<file path="src/design/umrt_pkg.sv">
`timescale 1ns / 1ps
// shared constants, codes and types of the retransmit table
package umrt_pkg;

   localparam int TABLE_DEPTH_DEFAULT = 16;

   localparam int OP_W       = 2;
   localparam int STATUS_W   = 2;
   localparam int SLOT_W     = 4;
   localparam int ID_W       = 32;
   localparam int STAMP_W    = 16;
   localparam int TIMEOUT_W  = 15;
   localparam int COUNT_W    = 32;
   localparam int CSR_DATA_W = 32;
   localparam int CSR_ADDR_W = 2;

   localparam logic [OP_W-1:0] OP_SEND = 2'd0;
   localparam logic [OP_W-1:0] OP_ACK  = 2'd1;
   localparam logic [OP_W-1:0] OP_TICK = 2'd2;

   localparam logic [STATUS_W-1:0] STATUS_DONE      = 2'd0;
   localparam logic [STATUS_W-1:0] STATUS_FULL      = 2'd1;
   localparam logic [STATUS_W-1:0] STATUS_NOT_FOUND = 2'd2;

   localparam logic [TIMEOUT_W-1:0]  TIMEOUT_RESET    = 15'd2;
   localparam logic [CSR_ADDR_W-1:0] CSR_TIMEOUT_ADDR = 2'd0;

   typedef struct packed {
      logic [ID_W-1:0]    id;
      logic [STAMP_W-1:0] stamp;
   } umrt_entry_type;

endpackage

</file>
<file path="src/design/umrt_entry_mem.sv">
`timescale 1ns / 1ps
// entry store: message id and timestamp per slot, one write and one registered read port
module umrt_entry_mem import umrt_pkg::*; #(
   parameter int DEPTH  = TABLE_DEPTH_DEFAULT,
   parameter int ADDR_W = (DEPTH > 1) ? $clog2(DEPTH) : 1
) (
   input  logic           clock,
   input  logic           wr_en,
   input  logic [ADDR_W-1:0] wr_addr,
   input  umrt_entry_type wr_data,
   input  logic [ADDR_W-1:0] rd_addr,
   output umrt_entry_type rd_data
);

   umrt_entry_type entry_ff [DEPTH];
   umrt_entry_type rd_data_ff;

   always_ff @(posedge clock) begin
      if (wr_en) begin
         entry_ff[wr_addr] <= wr_data;
      end
      rd_data_ff <= entry_ff[rd_addr];
   end

   assign rd_data = rd_data_ff;

endmodule

</file>
<file path="src/design/umrt_match_unit.sv">
`timescale 1ns / 1ps
// shared compare unit: tests one entry against the current operation
module umrt_match_unit import umrt_pkg::*; (
   input  logic [OP_W-1:0]      op,
   input  logic                 valid,
   input  umrt_entry_type       entry,
   input  logic [ID_W-1:0]      ack_id,
   input  logic [STAMP_W-1:0]   cur_time,
   input  logic [TIMEOUT_W-1:0] timeout,
   output logic                 hit
);

   logic [STAMP_W-1:0] age;

   // age wraps modulo the stamp width
   assign age = cur_time - entry.stamp;

   always_comb begin
      case (op)
         OP_SEND: hit = !valid;
         OP_ACK:  hit = valid && (entry.id == ack_id);
         OP_TICK: hit = valid && (age > STAMP_W'(timeout));
         default: hit = 1'b0;
      endcase
   end

endmodule

</file>
<file path="src/design/unacked_message_retransmit_table_unit.sv">
`timescale 1ns / 1ps
// top level: unacknowledged message table with retransmission timer
//
// one command (send, ack or tick) is taken when start is high and busy is low; the
// table is then scanned one slot per cycle through a single compare unit, and the
// scan stops at the first slot that qualifies, or after the last slot if none
// qualifies. the time from the accept edge to the edge that takes the result word
// is set by the scan length over the entry memory's one read port. the result
// word is shown for exactly one cycle with rsp_valid high and cannot be held off;
// busy is already low in that cycle, so the next command may be accepted then. no
// clearing pass is needed after reset: only the valid bits are cleared.
// timeout_ticks is at byte address 0 and should be written only while idle
module unacked_message_retransmit_table_unit import umrt_pkg::*; #(
   parameter int TABLE_DEPTH = TABLE_DEPTH_DEFAULT
) (
   input  logic                  clock,
   input  logic                  reset,
   // command channel
   input  logic                  start,
   output logic                  busy,
   input  logic [OP_W-1:0]       req_operation,
   input  logic [ID_W-1:0]       req_ack_id,
   // result channel
   output logic                  rsp_valid,
   output logic [STATUS_W-1:0]   rsp_status,
   output logic                  rsp_retransmit,
   output logic [SLOT_W-1:0]     rsp_slot,
   output logic [ID_W-1:0]       rsp_message_id,
   output logic [COUNT_W-1:0]    rsp_transmission_count,
   // register port
   input  logic                  psel,
   input  logic                  penable,
   input  logic                  pwrite,
   input  logic [CSR_ADDR_W-1:0] paddr,
   input  logic [CSR_DATA_W-1:0] pwdata,
   output logic [CSR_DATA_W-1:0] prdata,
   output logic                  pready
);

   localparam int IDX_W = (TABLE_DEPTH > 1) ? $clog2(TABLE_DEPTH) : 1;
   localparam int EXT_W = (IDX_W > SLOT_W) ? IDX_W : SLOT_W;
   localparam logic [IDX_W-1:0] LAST_IDX = IDX_W'(TABLE_DEPTH - 1);

   typedef enum logic {ST_IDLE, ST_SCAN} state_type;

   state_type            state_ff, state_in;
   logic [OP_W-1:0]      op_ff, op_in;
   logic [ID_W-1:0]      ack_ff, ack_in;
   logic [ID_W-1:0]      seq_ff, seq_in;
   logic [STAMP_W-1:0]   time_ff, time_in;
   logic [COUNT_W-1:0]   count_ff, count_in;
   logic [TIMEOUT_W-1:0] timeout_ff, timeout_in;
   logic [IDX_W-1:0]     addr_ff, addr_in;
   logic [IDX_W-1:0]     cmp_idx_ff, cmp_idx_in;
   logic                 cmp_live_ff, cmp_live_in;
   logic                 valid_ff [TABLE_DEPTH];
   logic                 valid_in [TABLE_DEPTH];

   logic                 rsp_valid_ff, rsp_valid_in;
   logic [STATUS_W-1:0]  rsp_status_ff, rsp_status_in;
   logic                 rsp_retx_ff, rsp_retx_in;
   logic [SLOT_W-1:0]    rsp_slot_ff, rsp_slot_in;
   logic [ID_W-1:0]      rsp_mid_ff, rsp_mid_in;
   logic [COUNT_W-1:0]   rsp_count_ff, rsp_count_in;

   umrt_entry_type       rd_entry;
   umrt_entry_type       wr_entry;
   logic                 wr_en;
   logic                 hit;
   logic                 decide;
   logic                 is_send;
   logic                 is_ack;
   logic                 is_tick;
   logic                 accept;
   logic                 csr_write;
   logic [EXT_W-1:0]     idx_ext;

   // entry store, read one slot per cycle during the scan
   umrt_entry_mem #(
      .DEPTH  (TABLE_DEPTH),
      .ADDR_W (IDX_W)
   ) u_mem (
      .clock   (clock),
      .wr_en   (wr_en),
      .wr_addr (cmp_idx_ff),
      .wr_data (wr_entry),
      .rd_addr (addr_ff),
      .rd_data (rd_entry)
   );

   // the one compare unit, fed with the slot whose data just came back
   umrt_match_unit u_match (
      .op       (op_ff),
      .valid    (valid_ff[cmp_idx_ff]),
      .entry    (rd_entry),
      .ack_id   (ack_ff),
      .cur_time (time_ff),
      .timeout  (timeout_ff),
      .hit      (hit)
   );

   assign accept    = start && (state_ff == ST_IDLE);
   assign csr_write = psel && penable && pwrite && pready;
   assign is_send   = (op_ff == OP_SEND);
   assign is_ack    = (op_ff == OP_ACK);
   assign is_tick   = (op_ff == OP_TICK);

   // scan ends at the first qualifying slot or after the last slot
   assign decide = (state_ff == ST_SCAN) && cmp_live_ff && (hit || (cmp_idx_ff == LAST_IDX));

   // send stores a fresh id, a retransmit keeps its id; both restamp
   assign wr_en          = decide && hit && (is_send || is_tick);
   assign wr_entry.id    = is_send ? seq_ff : rd_entry.id;
   assign wr_entry.stamp = time_ff;

   // slot reports the low bits of the index
   assign idx_ext = EXT_W'(cmp_idx_ff);

   always_comb begin
      state_in     = state_ff;
      op_in        = op_ff;
      ack_in       = ack_ff;
      seq_in       = seq_ff;
      time_in      = time_ff;
      count_in     = count_ff;
      timeout_in   = timeout_ff;
      addr_in      = addr_ff;
      cmp_idx_in   = cmp_idx_ff;
      cmp_live_in  = cmp_live_ff;
      valid_in     = valid_ff;
      rsp_valid_in  = 1'b0;
      rsp_status_in = rsp_status_ff;
      rsp_retx_in   = rsp_retx_ff;
      rsp_slot_in   = rsp_slot_ff;
      rsp_mid_in    = rsp_mid_ff;
      rsp_count_in  = rsp_count_ff;

      if (csr_write && (paddr == CSR_TIMEOUT_ADDR)) begin
         timeout_in = pwdata[TIMEOUT_W-1:0];
      end

      unique case (state_ff)
         ST_IDLE: begin
            if (accept) begin
               op_in       = req_operation;
               ack_in      = req_ack_id;
               addr_in     = '0;
               cmp_live_in = 1'b0;
               // sequence id is used up even if the table turns out full
               if (req_operation == OP_SEND) begin
                  seq_in = seq_ff + 1'b1;
               end
               if (req_operation == OP_TICK) begin
                  time_in = time_ff + 1'b1;
               end
               state_in = ST_SCAN;
            end
         end
         ST_SCAN: begin
            addr_in     = (addr_ff == LAST_IDX) ? addr_ff : addr_ff + 1'b1;
            cmp_idx_in  = addr_ff;
            cmp_live_in = 1'b1;
            if (decide) begin
               state_in      = ST_IDLE;
               rsp_valid_in  = 1'b1;
               rsp_status_in = STATUS_DONE;
               rsp_retx_in   = 1'b0;
               rsp_slot_in   = '0;
               rsp_mid_in    = '0;
               if (is_send && !hit) begin
                  rsp_status_in = STATUS_FULL;
               end
               if (is_ack && !hit) begin
                  rsp_status_in = STATUS_NOT_FOUND;
               end
               if (hit && is_ack) begin
                  valid_in[cmp_idx_ff] = 1'b0;
               end
               if (hit && (is_send || is_tick)) begin
                  rsp_slot_in = idx_ext[SLOT_W-1:0];
                  rsp_mid_in  = wr_entry.id;
                  rsp_retx_in = is_tick;
                  count_in    = count_ff + 1'b1;
                  if (is_send) begin
                     valid_in[cmp_idx_ff] = 1'b1;
                  end
               end
               rsp_count_in = (hit && (is_send || is_tick)) ? count_ff + 1'b1 : count_ff;
            end
         end
         default: state_in = ST_IDLE;
      endcase
   end

   always_ff @(posedge clock) begin
      if (reset) begin
         state_ff     <= ST_IDLE;
         seq_ff       <= '0;
         time_ff      <= '0;
         count_ff     <= '0;
         timeout_ff   <= TIMEOUT_RESET;
         cmp_live_ff  <= 1'b0;
         rsp_valid_ff <= 1'b0;
         for (int i = 0; i < TABLE_DEPTH; i++) begin
            valid_ff[i] <= 1'b0;
         end
      end else begin
         state_ff     <= state_in;
         seq_ff       <= seq_in;
         time_ff      <= time_in;
         count_ff     <= count_in;
         timeout_ff   <= timeout_in;
         cmp_live_ff  <= cmp_live_in;
         rsp_valid_ff <= rsp_valid_in;
         valid_ff     <= valid_in;
      end
      op_ff         <= op_in;
      ack_ff        <= ack_in;
      addr_ff       <= addr_in;
      cmp_idx_ff    <= cmp_idx_in;
      rsp_status_ff <= rsp_status_in;
      rsp_retx_ff   <= rsp_retx_in;
      rsp_slot_ff   <= rsp_slot_in;
      rsp_mid_ff    <= rsp_mid_in;
      rsp_count_ff  <= rsp_count_in;
   end

   // register readback
   assign prdata = (paddr == CSR_TIMEOUT_ADDR) ? CSR_DATA_W'(timeout_ff) : '0;
   assign pready = 1'b1;

   assign busy                   = (state_ff != ST_IDLE);
   assign rsp_valid              = rsp_valid_ff;
   assign rsp_status             = rsp_status_ff;
   assign rsp_retransmit         = rsp_retx_ff;
   assign rsp_slot               = rsp_slot_ff;
   assign rsp_message_id         = rsp_mid_ff;
   assign rsp_transmission_count = rsp_count_ff;

endmodule

</file>
<file path="config.mk">
export PLATFORM = sky130hd
export DESIGN_NAME = unacked_message_retransmit_table_unit
export DESIGN_NICKNAME = d
export VERILOG_FILES = /design/src/design/umrt_pkg.sv /design/src/design/umrt_entry_mem.sv /design/src/design/umrt_match_unit.sv /design/src/design/unacked_message_retransmit_table_unit.sv
export SDC_FILE = /design/constraint.sdc
export NUM_CORES = 1
export LEC_CHECK = 0
export ABC_AREA = 1
export BUFFER_PORTS_ARGS = -buffer_cell sky130_fd_sc_hd__buf_2
export CAP_MARGIN = 20
export CORE_MARGIN = 5
export CORE_UTILIZATION = 40
export DETAILED_ROUTE_END_ITERATION = 10
export REMOVE_ABC_BUFFERS = 1
export SYNTH_ARGS = -nofsm -noshare
export SYNTH_HDL_FRONTEND = slang
export SYNTH_HIERARCHICAL = 1
export SYNTH_SLANG_ARGS = --single-unit
</file>
<file path="constraint.sdc">
create_clock -name clock -period 14.25 [get_ports clock]
set_clock_uncertainty 0.15 [all_clocks]
set_input_delay 3.5625 -clock clock [delete_from_list [all_inputs] [get_ports clock]]
set_output_delay 3.5625 -clock clock [all_outputs]
set_load 0.01 [all_outputs]
</file>
==> results.toml, run 1 <==
[setup_path]
worstSetupEndpoint = "prdata[7]"
r2r-start = "time_ff[0]"
required_ns = 10.54
startpoint = "paddr[1]"
cp-end-kind = "primary output"
rr_worst_depth = 26
r2r_slack_ns = 7.63
worstSetupPathType = "primary input to primary output"
cp_data_arrival_time_ns = 4.27
worst-path-max-fanout = 15
start_kind = "primary input"
reg2reg_to = "u_mem/entry_ff[12][1]"

[logic_synthesis]
syn_inst = 4696
seq_area_frac_synth = 0.6425
ys.warnings.count = 6
synth.distinct_cells = 55
ys.flop_type = "edfxtp_1"
postSynth.asyncResetShare = 0
syn_area_um2 = 46220
synth-seq-cells = 1043
synth_edf_count = 881
synth.avg_cell_area_um2 = 9.843

[route]
totalWireLength_um = 118400
drt_iter0_drc = 3004
drt_pass1_iterations = 5
postRouteAntennaNets = 0
drc = 0
vias = 31530
wl_per_cell_um = 18.51
vias_per_cell = 4.929

[timing]
finalSetupViolCount = 0
final_max_slew_viol_count = 0
fmax_ghz = 0.1253
fin_ws_ns = 6.271
fin_crit_ns = 7.979
hold_viol_final = 0
rsz0062_at_grt = "false"
timing.final.crit_share = 0.5599
tightestPinTransition_ns = 1.145
tns_ns = 0
slew-limit-headroom = 0.2366

[layout]
nFillCells = 10710
drive_gt1_frac = 0.08663
nets = 4902
layout_commonest_cell = "nand2_1"
final_cell_mix = "nand2_1 (1296), edfxtp_1 (881), inv_1 (824)"
syn_to_final_growth_pct = 11.55
final_cells = 6396

[placement]
place.gp.congestion = 0.8342
dp.cells = 6193
hpwlAfterDp_um = 62550
place_ws_ns = 6.267
port_buffers = 144

[global_routing]
grt-ovfl-total = 0
grt_pass1_wl_um = 177400
antenna_found_initial = 2
grtUsageTotal = 0.1891
grt_pass1_vias = 29850
grt_max_degree = 221

[clocking]
ctsHoldBuffers = 0
postCtsSetupBuffers = 0
clk_path_buf_depth = 3
cts_buffers = 106
cts-root-buf = "clkbuf_16"
htreeDepth = 3
post_cts_resized = 0
cts_tree = "yes"
clk_latency_ns = 0.70
cts.sinks = 1043
cts.reportedPaths.clkPinSlew_ns = 0.06

[power]
pwr_density_cell_nw_per_um2 = 139.4
p_leak_nw = 21.73
vdd_drop_max_uv = 106.0

[floorplan]
fp-row-count = 124
core_um2 = 114500
start_util = 0.4037
die_area_um2 = 122500
ios = 180
fp.dieW_um = 349.9
die_h_um = 349.9

[hold_path]
hold_class = "flip-flop to flip-flop"
min_from = "valid_ff[0]"

[run]
max-cap-violations = 0

[outcome]
status = "finished, final reports clean"
-- power breakdown --
part	internal (mW)	total (mW)	switching, mW	leakage (nW)
clock network	1.58	2.75	1.17	1.68
logic	0.257	0.925	0.668	10.9
registers	3.45	3.51	0.0572	9.15
-- worst min path at each step --
stage | depth (start not counted) | slack [ns] | end
4_1_cts | 2 | 0.33 | timeout_ff[14]
3_3_place_gp | 1 | 0.32 | seq_ff[2]
6_report | 2 | 0.33 | valid_ff[0]
2_1_floorplan | 2 | 0.29 | valid_ff[0]
5_1_grt | 2 | 0.34 | valid_ff[0]
3_5_place_dp | 2 | 0.32 | timeout_ff[14]
-- kinds of logic (layout without fill, tap and decap cells) --
group                    count (synthesis)  after routing  share of synthesized area
AND/OR/NAND/NOR                       2232           2232                     0.2069
buffers and inverters                 1045           1216                    0.09598
flip-flops                            1043           1043                     0.6425
AO/OA/AOI/OAI                          287            287                    0.03473
XOR/XNOR                                49             49                   0.009284
adder cells (fa/ha/maj)                 38             38                    0.01045
other                                    2             19                  0.0001625
-- metal layers --
metal,track usage,wire length [µm]
met1,0.2543,51060
met2,0.3158,55170
met3,0.03065,8210
met4,0.06031,3968
met5,0,0
-- layout make-up --
class                      instances  area [µm²]  share of cell area
sequential                      1043       29700              0.5760
multi-input combinational       2624       12290              0.2384
inverter                         833        3148             0.06105
clock buffer                     158        2979             0.05778
tap                             1512        1892             0.03669
timing repair buffer             182        1076             0.02087
clock inverter                    43       475.5            0.009221
antenna                            1       2.502          0.00004853
-- synthesized netlist by cell type (9+ instances only) --
master,n,area share
nand2_2,9,0.0012
nand3_1,629,0.068
buf_1,12,0.00097
buf_2,86,0.0093
nor3_1,23,0.0025
dfxtp_1,162,0.070
edfxtp_1,881,0.57
ha_1,37,0.010
or2_2,19,0.0026
buf_6,35,0.0085
xnor2_1,25,0.0047
xor2_1,24,0.0045
clkbuf_1,43,0.0035
nand4_1,29,0.0039
inv_1,827,0.067
a21oi_1,99,0.011
o21bai_1,14,0.0023
nor2_1,188,0.015
nand3b_1,10,0.0016
nor2_4,11,0.0027
o21ai_0,131,0.014
nand2_1,1296,0.11
buf_4,34,0.0055
-- metrics by stage --
| stage | util | cell area [µm²] | hold WS [ns] | total power, mW |
|---|---|---|---|---|
| finish | 0.4503 | 51560 | 0.3329 | 7.187 |
| global route | 0.4503 | 51560 | 0.3429 | 7.479 |
| CTS | 0.4501 | 51530 | 0.3333 | 7.246 |
| detailed placement | 0.4199 | 48080 | 0.3174 | 4.496 |
| global placement | 0.4197 | 48060 | 0.3181 | 4.485 |
| floorplan | - | 44980 | 0.2938 | 4.218 |
-- state kept, by name (all words and copies together), names as in the netlist --
| name | count |
|---|---|
| ack_ff | 32 |
| rsp_valid | 1 |
| valid_ff | 16 |
| rsp_slot | 4 |
| count_ff | 32 |
| rsp_status | 2 |
| u_mem/rd_data | 48 |
| rsp_transmission_count | 32 |
| busy | 1 |
| u_mem/entry_ff | 768 |
| cmp_live_ff | 1 |
| time_ff | 16 |
| cmp_idx_ff | 4 |
| rsp_message_id | 32 |
| timeout_ff | 15 |
| addr_ff | 4 |
| op_ff | 2 |
| rsp_retransmit | 1 |
| seq_ff | 32 |
-- worst max-delay path, stage by stage --
cell and delay, ns:
buf_2 0.10, nor2_1 0.12, inv_1 0.20, nor2_1 0.14, buf_2 0.14
(Power assumes the default switching activity.)
==> run 2, diff against run 1 <==
==> constraint.sdc (replaced) <==
create_clock -name clock -period 7.5 [get_ports clock]
set_clock_uncertainty 0.15 [all_clocks]
set_input_delay 1.875 -clock clock [delete_from_list [all_inputs] [get_ports clock]]
set_output_delay 1.875 -clock clock [all_outputs]
set_load 0.01 [all_outputs]
==> run 2 against run 1 <==
Net effect:
- first-iteration DRC count fell by 2.9%
- clock-buffer cell count fell by 3
- hold slack got worse by 0.0087 ns
- critical path type is now flip-flop to flip-flop
- combinational power rose by 94%
- total power rose by 91%
- sequential cell count did not move
- global-route usage rose by 0.34 points
- largest cell class unchanged
- wire length rose by 0.55%
- critical path depth rose by 20
==> results.toml, run 2 (synthesis gave the netlist of run 1 again) <==
[setup_path]
start_kind = "flip-flop"
cp-end-kind = "flip-flop"
startpoint = "time_ff[1]"
rr_worst_depth = 25
required_ns = 7.70
cp_data_arrival_time_ns = 6.12
cpPeakStageDelay_ns = 0.75
cp_common_cell = "nand2_1"
critPathSlowestCell = "dfxtp_1"
worst-path-max-fanout = 21
r2r-start = "time_ff[1]"
worstSetupPathType = "flip-flop to flip-flop"

[timing]
slew-limit-headroom = 0.2148
tns_ns = 0
fin_crit_ns = 5.918
final_max_slew_viol_count = 0
rsz0062_at_grt = "false"
hold_viol_final = 0
tightestPinTransition_ns = 1.178
timing.final.crit_share = 0.7891
finalSetupViolCount = 0
fmax_ghz = 0.1690

[power]
vdd_drop_max_uv = 234.3
p_leak_nw = 21.82
clkPwrFrac = 0.383
p_sw_frac = 0.2690
seqPwrFrac = 0.487
p_sw_mw = 3.685
internal-power_mw = 10.01
pwr_density_cell_nw_per_um2 = 264.5
p_comb_frac = 0.131

[clocking]
cts-root-buf = "clkbuf_16"
post_cts_resized = 0
htreeDepth = 3
cts.sinks = 1043
cts.reportedPaths.clkPinSlew_ns = 0.06
cts_tree = "yes"
clk_path_buf_depth = 3
clk_latency_ns = 0.71
cts_buffers = 111
postCtsSetupBuffers = 0
ctsHoldBuffers = 0

[layout]
fin_util = 0.4522
diodes = 0
top_register = "u_mem/entry_ff"
fin_area_um2 = 51780
syn_to_final_growth_pct = 12.01
layout_commonest_cell = "nand2_1"
final_cells = 6414
nFillCells = 10680
drive_gt1_frac = 0.09037
ff_latch_area_um2 = 29700
nets = 4916
largest_register_ffs = 768
multi_input_area_um2 = 12290
final_cell_mix = "nand2_1 (1296), edfxtp_1 (881), inv_1 (824)"

[global_routing]
antenna_found_initial = 2
grt_pass1_vias = 30650
grt_max_degree = 177
grt-ovfl-total = 0
grtUsageTotal = 0.1925
grt_pass1_wl_um = 181400

[floorplan]
die_area_um2 = 122500
fp.dieW_um = 349.9
start_util = 0.4037
ios = 180
fp-row-count = 124
die_h_um = 349.9
core_um2 = 114500

[route]
totalWireLength_um = 119100
wl_per_cell_um = 18.56
drt_iter0_drc = 2918
vias_per_cell = 4.953
drt_pass1_iterations = 6
drc = 0
postRouteAntennaNets = 0
vias = 31770

[placement]
placed_cell_area_um2 = 48250
hpwlAfterDp_um = 65180
dp.cells = 6203
port_buffers = 144
place.gp.congestion = 0.8463

[hold_path]
hold_class = "flip-flop to flip-flop"
whs_path_depth = 2
min_from = "timeout_ff[14]"

[run]
max-cap-violations = 0

[outcome]
status = "finished, final reports clean"
## run 2: changes by cell type in the layout (fill, tap and decap cells not counted), moves of 2 or more
cell       previous run  this run
clkbuf_1             40        28
buf_12                4        12
clkinv_2             19        24
bufinv_16             7         2
clkbuf_16           107       111
clkinv_1              8        19
buf_4                33        35
clkbuf_8             11        16
## run 2: critical path: cells and delay by family, from the launching register on
kind                       cells  cell delay (ns)
DFF                            1             0.75
and+or+nand+nor               15             2.19
AOI/OAI and AO/OA              5             0.94
xor gates and xnor gates       1             0.13
adders and majority gates      2             0.74
buffers and inverters          2             0.62
## run 2: layout make-up
| type | instances | share of cell area |
|---|---|---|
| Timing Repair Buffer | 191 | 0.02363 |
| Inverter | 833 | 0.06080 |
| Sequential cell | 1043 | 0.5736 |
| Multi-Input combinational cell | 2624 | 0.2374 |
| Clock inverter | 56 | 0.008120 |
| Tap cell | 1512 | 0.03654 |
| Clock buffer | 155 | 0.05993 |
## run 2: per-layer routing
layer,share of wire,vias to the layer above,track usage
li1,-,15390,-
met3,0.069,200,0.03150
met5,0.00012,-,0
met1,0.43,15080,0.2611
met4,0.031,2,0.06064
met2,0.47,1094,0.3189
## run 2: final timing paths
check,end,slack (ns)
max,u_mem/entry_ff[9][39],1.58
min,timeout_ff[14],0.32
max reg2reg,u_mem/entry_ff[9][39],1.58
min reg2reg,timeout_ff[14],0.32
## run 2: per-stage QoR
stage	hold WS, ns	total power, mW	setup WS, ns
floorplan	0.2938	8.019	-4.465
global placement	0.3193	8.542	1.597
detailed placement	0.3191	8.566	1.545
CTS	0.3277	13.81	1.519
global route	0.3518	14.29	1.068
finish	0.3241	13.70	1.582
## run 2: power by group through the flow
| stage | clock network (mW) | logic (mW) | registers (mW) |
|---|---|---|---|
| after global routing | 5.61 | 2.01 | 6.67 |
| final | 5.24 | 1.79 | 6.66 |
| after global placement | 0 | 1.76 | 6.79 |
| after detailed placement | 0 | 1.78 | 6.79 |
| after floorplan | 0 | 1.17 | 6.84 |
| after CTS | 5.36 | 1.79 | 6.67 |
